[config.mk]
export PLATFORM = sky130hd
export DESIGN_NAME = immediate_operand_legality_check_top
export DESIGN_NICKNAME = d
export VERILOG_FILES = /design/src/rtl/iolc_pkg.sv /design/src/rtl/iolc_range.sv /design/src/rtl/iolc_pattern.sv /design/src/rtl/iolc_verdict.sv /design/src/rtl/immediate_operand_legality_check_top.sv
export SDC_FILE = /design/constraint.sdc
export NUM_CORES = 1
export LEC_CHECK = 0
export BUFFER_PORTS_ARGS = -buffer_cell sky130_fd_sc_hd__buf_2
export CAP_MARGIN = 40
export CORE_MARGIN = 2
export CORE_UTILIZATION = 31
export CTS_BUF_LIST = sky130_fd_sc_hd__clkbuf_8 sky130_fd_sc_hd__clkbuf_16
export DETAILED_ROUTE_END_ITERATION = 16
export GPL_TIMING_DRIVEN = 0
export HOLD_SLACK_MARGIN = 0.03
export PLACE_DENSITY = 0.48
export REMOVE_ABC_BUFFERS = 1
export SLEW_MARGIN = 20
export SYNTH_ARGS = -nofsm -noshare
export SYNTH_HDL_FRONTEND = slang
export SYNTH_SLANG_ARGS = --single-unit
[constraint.sdc]
create_clock -name clk -period 4.8 [get_ports clk]
set_clock_uncertainty 0.05 [all_clocks]
set_input_delay 0.24 -clock clk [delete_from_list [all_inputs] [get_ports clk]]
set_output_delay 0.24 -clock clk [all_outputs]
set_load 0.05 [all_outputs]
[src/rtl/iolc_pkg.sv]
package iolc_pkg;

    // constraint kind codes carried on the action field
    typedef enum logic [2:0] {
        ACT_ADD_SUB_12 = 3'd0,
        ACT_SHIFT_32   = 3'd1,
        ACT_SHIFT_64   = 3'd2,
        ACT_LOGICAL_32 = 3'd3,
        ACT_NONE       = 3'd4
    } action_t;

    localparam int unsigned IMM_W     = 64;
    localparam int unsigned WORD_W    = 32;
    // element sizes 2, 4, 8, 16, 32
    localparam int unsigned NUM_SIZES = 5;

    // after range decode
    typedef struct packed {
        logic              simple_ok;
        logic              logical_en;
        logic [WORD_W-1:0] word;
    } rng_t;

    // after per-size pattern analysis
    typedef struct packed {
        logic                                simple_ok;
        logic                                logical_en;
        logic [NUM_SIZES-1:0]                cand;
        logic [NUM_SIZES-1:0][WORD_W-1:0]    diff;
    } pat_t;

    // element size in bits for size index lg
    function automatic int unsigned elem_size(int unsigned lg);
        elem_size = 2 << lg;
    endfunction

    // ones over the low element
    function automatic logic [WORD_W-1:0] elem_mask(int unsigned lg);
        logic [WORD_W:0] m;
        m = ({{WORD_W{1'b0}}, 1'b1} << elem_size(lg)) - {{WORD_W{1'b0}}, 1'b1};
        elem_mask = m[WORD_W-1:0];
    endfunction

    // the low element repeated across the word
    function automatic logic [WORD_W-1:0] replicate(logic [WORD_W-1:0] v, int unsigned lg);
        logic [WORD_W-1:0] r;
        logic [4:0]        sel;
        r = '0;
        for (int i = 0; i < WORD_W; i++)
        begin
            sel  = 5'(i) & 5'(elem_size(lg) - 1);
            r[i] = v[sel];
        end
        replicate = r;
    endfunction

    // boundaries of the element against itself rotated right by one
    function automatic logic [WORD_W-1:0] ring_diff(logic [WORD_W-1:0] v, int unsigned lg);
        logic [WORD_W-1:0] d;
        logic [4:0]        nxt;
        d = '0;
        for (int i = 0; i < WORD_W; i++)
        begin
            nxt = 5'(i + 1) & 5'(elem_size(lg) - 1);
            if (i < elem_size(lg))
            begin
                d[i] = v[i] ^ v[nxt];
            end
        end
        ring_diff = d;
    endfunction

endpackage

[src/rtl/iolc_range.sv]
module iolc_range (
    input  logic                         clk,
    input  logic                         rst_n,
    input  logic                         in_valid,
    output logic                         in_ready,
    input  logic [2:0]                   action,
    input  logic signed [63:0]           immediate,
    output logic                         valid_reg,
    input  logic                         down_ready,
    output iolc_pkg::rng_t               data_reg
);

    iolc_pkg::rng_t data_next;
    logic           valid_next;

    // range checks per constraint kind
    always_comb
    begin
        data_next            = '0;
        data_next.word       = immediate[31:0];
        unique case (action)
            iolc_pkg::ACT_ADD_SUB_12:
            begin
                data_next.simple_ok = (immediate[63:12] == '0) ||
                                      (immediate[11:0] == '0 && immediate[63:24] == '0);
            end
            iolc_pkg::ACT_SHIFT_32:
            begin
                data_next.simple_ok = (immediate[63:5] == '0);
            end
            iolc_pkg::ACT_SHIFT_64:
            begin
                data_next.simple_ok = (immediate[63:6] == '0);
            end
            iolc_pkg::ACT_LOGICAL_32:
            begin
                data_next.logical_en = (immediate[63:32] == '0);
            end
            default:
            begin
                data_next.simple_ok = 1'b0;
            end
        endcase
    end

    assign in_ready   = !valid_reg || down_ready;
    assign valid_next = in_ready ? in_valid : valid_reg;

    // stage valid
    always_ff @(posedge clk or negedge rst_n)
    begin
        if (!rst_n)
        begin
            valid_reg <= 1'b0;
        end
        else
        begin
            valid_reg <= valid_next;
        end
    end

    // stage payload, loaded on transfer in
    always_ff @(posedge clk)
    begin
        if (in_ready && in_valid)
        begin
            data_reg <= data_next;
        end
    end

endmodule

[src/rtl/iolc_pattern.sv]
module iolc_pattern (
    input  logic           clk,
    input  logic           rst_n,
    input  logic           in_valid,
    output logic           in_ready,
    input  iolc_pkg::rng_t in_data,
    output logic           valid_reg,
    input  logic           down_ready,
    output iolc_pkg::pat_t data_reg
);

    logic [iolc_pkg::NUM_SIZES-1:0]                     cand_w;
    logic [iolc_pkg::NUM_SIZES-1:0][iolc_pkg::WORD_W-1:0] diff_w;
    iolc_pkg::pat_t data_next;
    logic           valid_next;

    // per element size: periodic word with a nontrivial element
    for (genvar k = 0; k < iolc_pkg::NUM_SIZES; k++)
    begin : g_size
        logic [iolc_pkg::WORD_W-1:0] el;
        assign el        = in_data.word & iolc_pkg::elem_mask(k);
        assign cand_w[k] = (iolc_pkg::replicate(in_data.word, k) == in_data.word) &&
                           (el != '0) && (el != iolc_pkg::elem_mask(k));
        assign diff_w[k] = iolc_pkg::ring_diff(in_data.word, k);
    end

    always_comb
    begin
        data_next            = '0;
        data_next.simple_ok  = in_data.simple_ok;
        data_next.logical_en = in_data.logical_en;
        data_next.cand       = cand_w;
        data_next.diff       = diff_w;
    end

    assign in_ready   = !valid_reg || down_ready;
    assign valid_next = in_ready ? in_valid : valid_reg;

    // stage valid
    always_ff @(posedge clk or negedge rst_n)
    begin
        if (!rst_n)
        begin
            valid_reg <= 1'b0;
        end
        else
        begin
            valid_reg <= valid_next;
        end
    end

    // stage payload
    always_ff @(posedge clk)
    begin
        if (in_ready && in_valid)
        begin
            data_reg <= data_next;
        end
    end

endmodule

[src/rtl/iolc_verdict.sv]
module iolc_verdict (
    input  logic           clk,
    input  logic           rst_n,
    input  logic           in_valid,
    output logic           in_ready,
    input  iolc_pkg::pat_t in_data,
    output logic           valid_reg,
    input  logic           down_ready,
    output logic           accepted_reg
);

    logic [iolc_pkg::NUM_SIZES-1:0] two_w;
    logic                           accepted_next;
    logic                           valid_next;

    // exactly two boundaries: clear lowest set bit, remainder is a single bit
    for (genvar k = 0; k < iolc_pkg::NUM_SIZES; k++)
    begin : g_two
        logic [iolc_pkg::WORD_W-1:0] d;
        logic [iolc_pkg::WORD_W-1:0] r;
        assign d        = in_data.diff[k];
        assign r        = d & (d - {{(iolc_pkg::WORD_W-1){1'b0}}, 1'b1});
        assign two_w[k] = (r != '0) &&
                          ((r & (r - {{(iolc_pkg::WORD_W-1){1'b0}}, 1'b1})) == '0);
    end

    assign accepted_next = in_data.simple_ok ||
                           (in_data.logical_en && ((in_data.cand & two_w) != '0));

    assign in_ready   = !valid_reg || down_ready;
    assign valid_next = in_ready ? in_valid : valid_reg;

    // output valid
    always_ff @(posedge clk or negedge rst_n)
    begin
        if (!rst_n)
        begin
            valid_reg <= 1'b0;
        end
        else
        begin
            valid_reg <= valid_next;
        end
    end

    // output payload
    always_ff @(posedge clk)
    begin
        if (in_ready && in_valid)
        begin
            accepted_reg <= accepted_next;
        end
    end

endmodule

[src/rtl/immediate_operand_legality_check_top.sv]
// pipeline: 3 register stages (range, pattern, verdict); out_valid is the valid bit of the
// verdict stage, and each item is registered in range, then pattern, then verdict
// throughput: one item per cycle; each stage takes a new item when empty or draining
// a stalled output holds its result while earlier stages keep filling
// reset: rst_n clears all stage valid bits asynchronously; no other state
module immediate_operand_legality_check_top (
    input  logic               clk,
    input  logic               rst_n,
    input  logic               in_valid,
    output logic               in_stall,
    input  logic [2:0]         action,
    input  logic signed [63:0] immediate,
    output logic               out_valid,
    input  logic               out_stall,
    output logic               accepted
);

    logic           rng_ready;
    logic           rng_valid;
    iolc_pkg::rng_t rng_data;
    logic           pat_ready;
    logic           pat_valid;
    iolc_pkg::pat_t pat_data;
    logic           ver_ready;

    // range decode
    iolc_range u_range (
        .clk        (clk),
        .rst_n      (rst_n),
        .in_valid   (in_valid),
        .in_ready   (rng_ready),
        .action     (action),
        .immediate  (immediate),
        .valid_reg  (rng_valid),
        .down_ready (pat_ready),
        .data_reg   (rng_data)
    );

    // periodicity and boundary vectors
    iolc_pattern u_pattern (
        .clk        (clk),
        .rst_n      (rst_n),
        .in_valid   (rng_valid),
        .in_ready   (pat_ready),
        .in_data    (rng_data),
        .valid_reg  (pat_valid),
        .down_ready (ver_ready),
        .data_reg   (pat_data)
    );

    // final decision and output register
    iolc_verdict u_verdict (
        .clk          (clk),
        .rst_n        (rst_n),
        .in_valid     (pat_valid),
        .in_ready     (ver_ready),
        .in_data      (pat_data),
        .valid_reg    (out_valid),
        .down_ready   (!out_stall),
        .accepted_reg (accepted)
    );

    assign in_stall = !rng_ready;

endmodule
==> flow_metrics.tcl <==
set metrics [dict create \
    status "finished, final reports clean" \
    irDropWorstVdd_uv 179 \
    clock_latency_ns 0.34 \
    ys.warnings.count 0 \
    num_rows 47 \
    whs_ns 0.0457 \
    r2r-start "u_pattern.data_reg[128]$_DFFE_PP_" \
    worstReg2RegEnd "u_verdict.accepted_reg$_DFFE_PP_" \
    max_slew_margin_pct 34.5 \
    dieWidth_um 133 \
    viasPerCell 5.28 \
    grt_pass1_wl_um 21600 \
    timing.fmax_ghz 0.295 \
    crit_slowest_cell "o41ai_1" \
    cap_violations 0 \
    largest_register_ffs 42 \
    critPathMaxFanout 12 \
    cts_tree "built" \
    fill_cells 1615 \
    clkSinkCount 80 \
    path_class "register to register" \
    ys_seq_area_share_pct 46.3 \
    layout_commonest_cell "edfxtp_1" \
    cts_inserted_buffers 9 \
    finalCriticalPeriod_ns 3.40 \
    required_ns 4.94 \
    setup_tns_ns 0 \
    wire_per_inst_um 17.5 \
    hp-start "immediate[0]" \
    nNetsFinal 669 \
    dieArea_mm2 0.0177 \
    critical_path.startpoint_type "register" \
    ys_top_cells_by_area "edfxtp_1 (45%), ha_1 (7.8%), xor2_1 (4.6%)" \
    finalMaxSlewViolations 0 \
    wl_um 13900 \
    syn_area_per_cell_um2 10.3 \
    hold_end "u_range.data_reg[0]$_DFFE_PP_" \
    drtPass1Iterations 5 \
    r2r_cells 8 \
    drc 0 \
    syn_to_final_growth_pct 17.8 \
    finalCritPeriodShare_pct 70.7 \
    antenna_found_initial 0 \
    netlist.top_cell.by_area "edfxtp_1" \
    setup_viol 0 \
    cpPeakStageDelay_ns 0.83 \
    post-dp-hpwl_um 10900 \
    synth_top_area_share_pct 44.9 \
    drive_above_1_share_pct 18.6 \
    initial_core_util_pct 31.4 \
    synth_area_mm2 0.00515 \
    min_path_type "input pin to register" \
    gp_congestion 0.897 \
    ys_types 60 \
    crit_path_cell_trace "nor2_1, nand4b_1, o41ai_1, a21boi_0, o21ai_0, a21oi_1, o2111a_1, a21o_1" \
    grt_remaining_overflow 0 \
    die_h_um 133 \
    syn-instance-count 499 \
    final_cell_mix "edfxtp_1 (77), buf_2 (73), inv_1 (38), ha_1 (32), nand2_1 (31)" \
    critPathArrivalTime_ns 3.53 \
    worstMarginPinSlew_ns 0.969 \
    ioPinCount 74 \
    vias 4174 \
    synth_edf_count 77 \
    portBuffers 73 \
    grt_pass1_vias 4078 \
    drt_iter0_markers 400 \
    power_density_mw_per_mm2 318 \
    path_clk_slew_ns 0.06 \
    rsz0062_at_grt "false" \
    r2r_setup_slack_ns 1.40 \
    htree_levels 3 \
    root_buffer "clkbuf_16" \
    ys_ff_latch 80 \
    leakage_uw 0.00227 \
    num_antenna_cells 0 \
    ant_nets 0 \
    endpoint_kind "register" \
    synthArstFlopShare_pct 3.75 \
    min_path_cells 1 \
    grt.total_usage_pct 15.9 \
    cts_max_path_buffers 2 \
    grt_max_degree 35 \
    hold_violations 0 \
    synth-main-ff-cell "edfxtp_1" \
    fp.coreArea_mm2 0.0164 \
]
## worst max-delay path, delay by kind of cell, from the launching register on
family | cells | cell delay (ns)
AOI/OAI and AO/OA | 6 | 1.91
and+or+nand+nor | 2 | 0.71
DFF | 1 | 0.57
## per-stage QoR
step | power, uW | setup WS, ns | util, % | cells | instance area [um2]
2_1_floorplan | 1120 | 2.03 | - | 476 | 5050
3_3_place_gp | 1240 | 1.51 | 34.7 | 769 | 5690
3_5_place_dp | 1260 | 1.48 | 34.8 | 770 | 5710
4_1_cts | 1950 | 1.45 | 36.9 | 789 | 6050
5_1_grt | 2020 | 1.26 | 37.0 | 791 | 6070
6_report | 1930 | 1.40 | 37.0 | 791 | 6070
## layout make-up
| class | instances | area, um2 | share of cell area [%] |
|---|---|---|---|
| clock buffers | 10 | 239 | 3.94 |
| clock inverters | 6 | 67.6 | 1.11 |
| inverters | 38 | 143 | 2.35 |
| multi-input cells | 358 | 2520 | 41.6 |
| flip-flops and latches | 80 | 2390 | 39.3 |
| well taps | 220 | 275 | 4.53 |
| repair buffers | 79 | 435 | 7.17 |
## timing repair
action | 4_1_cts | 5_1_grt
buffers inserted | 0 | 0
setup endpoints to repair | 0 | 0
hold endpoints to repair | 5 | 2
gates resized for setup | 0 | 0
hold buffers | 3 | 2
## cell families (layout without fill, tap and decap cells)
kind of cell    Yosys count  after routing  share of synthesized area (%)
fa+ha+maj                38             38                           8.96
xor+xnor                 36             36                           6.12
flops                    80             80                           46.3
compound gates          102            102                           13.9
mux                       2              2                          0.389
simple gates            180            180                           19.5
buf+inv                  61            133                           4.74
## how the worst max path moves through the flow
stage / start / endpoint / slack, ns / cells after the start
3_3_place_gp: u_pattern.data_reg[128]$_DFFE_PP_ / u_verdict.accepted_reg$_DFFE_PP_ / 1.51 / 9
2_1_floorplan: u_pattern.data_reg[128]$_DFFE_PP_ / u_verdict.accepted_reg$_DFFE_PP_ / 2.03 / 9
6_report: u_pattern.data_reg[128]$_DFFE_PP_ / u_verdict.accepted_reg$_DFFE_PP_ / 1.40 / 8
4_1_cts: u_pattern.data_reg[128]$_DFFE_PP_ / u_verdict.accepted_reg$_DFFE_PP_ / 1.45 / 8
5_1_grt: u_pattern.data_reg[128]$_DFFE_PP_ / u_verdict.accepted_reg$_DFFE_PP_ / 1.26 / 9
3_5_place_dp: u_pattern.data_reg[128]$_DFFE_PP_ / u_verdict.accepted_reg$_DFFE_PP_ / 1.48 / 9
## synth_stat cells (5+ instances only)
cell type  number
edfxtp_1       77
inv_1          38
ha_1           32
nand2_1        31
nor4_1         28
xor2_1         27
nand3_1        24
nor2_1         23
nor3_1         21
a21oi_1        20
clkbuf_1       18
o21ai_0        18
nand4_1        16
or3_1          11
xnor2_1         9
a211o_1         6
a21o_1          6
a31oi_1         5
and2_1          5
maj3_1          5
o21a_1          5
or4_1           5
## where the power goes
part           switching [uW]  internal (uW)  total (uW)
Combinational             152            121         273
Sequential                121            852         973
Clock                     266            418         684
## per-layer routing
metal	GRT usage (%)	up-vias	routed length, um
li1	-	2036	-
met1	19.5	1973	6000
met2	28.5	145	7000
met3	2.34	20	579
met4	5.68	0	282
met5	0	-	0
No activity file was read; power rests on OpenSTA's default activity.
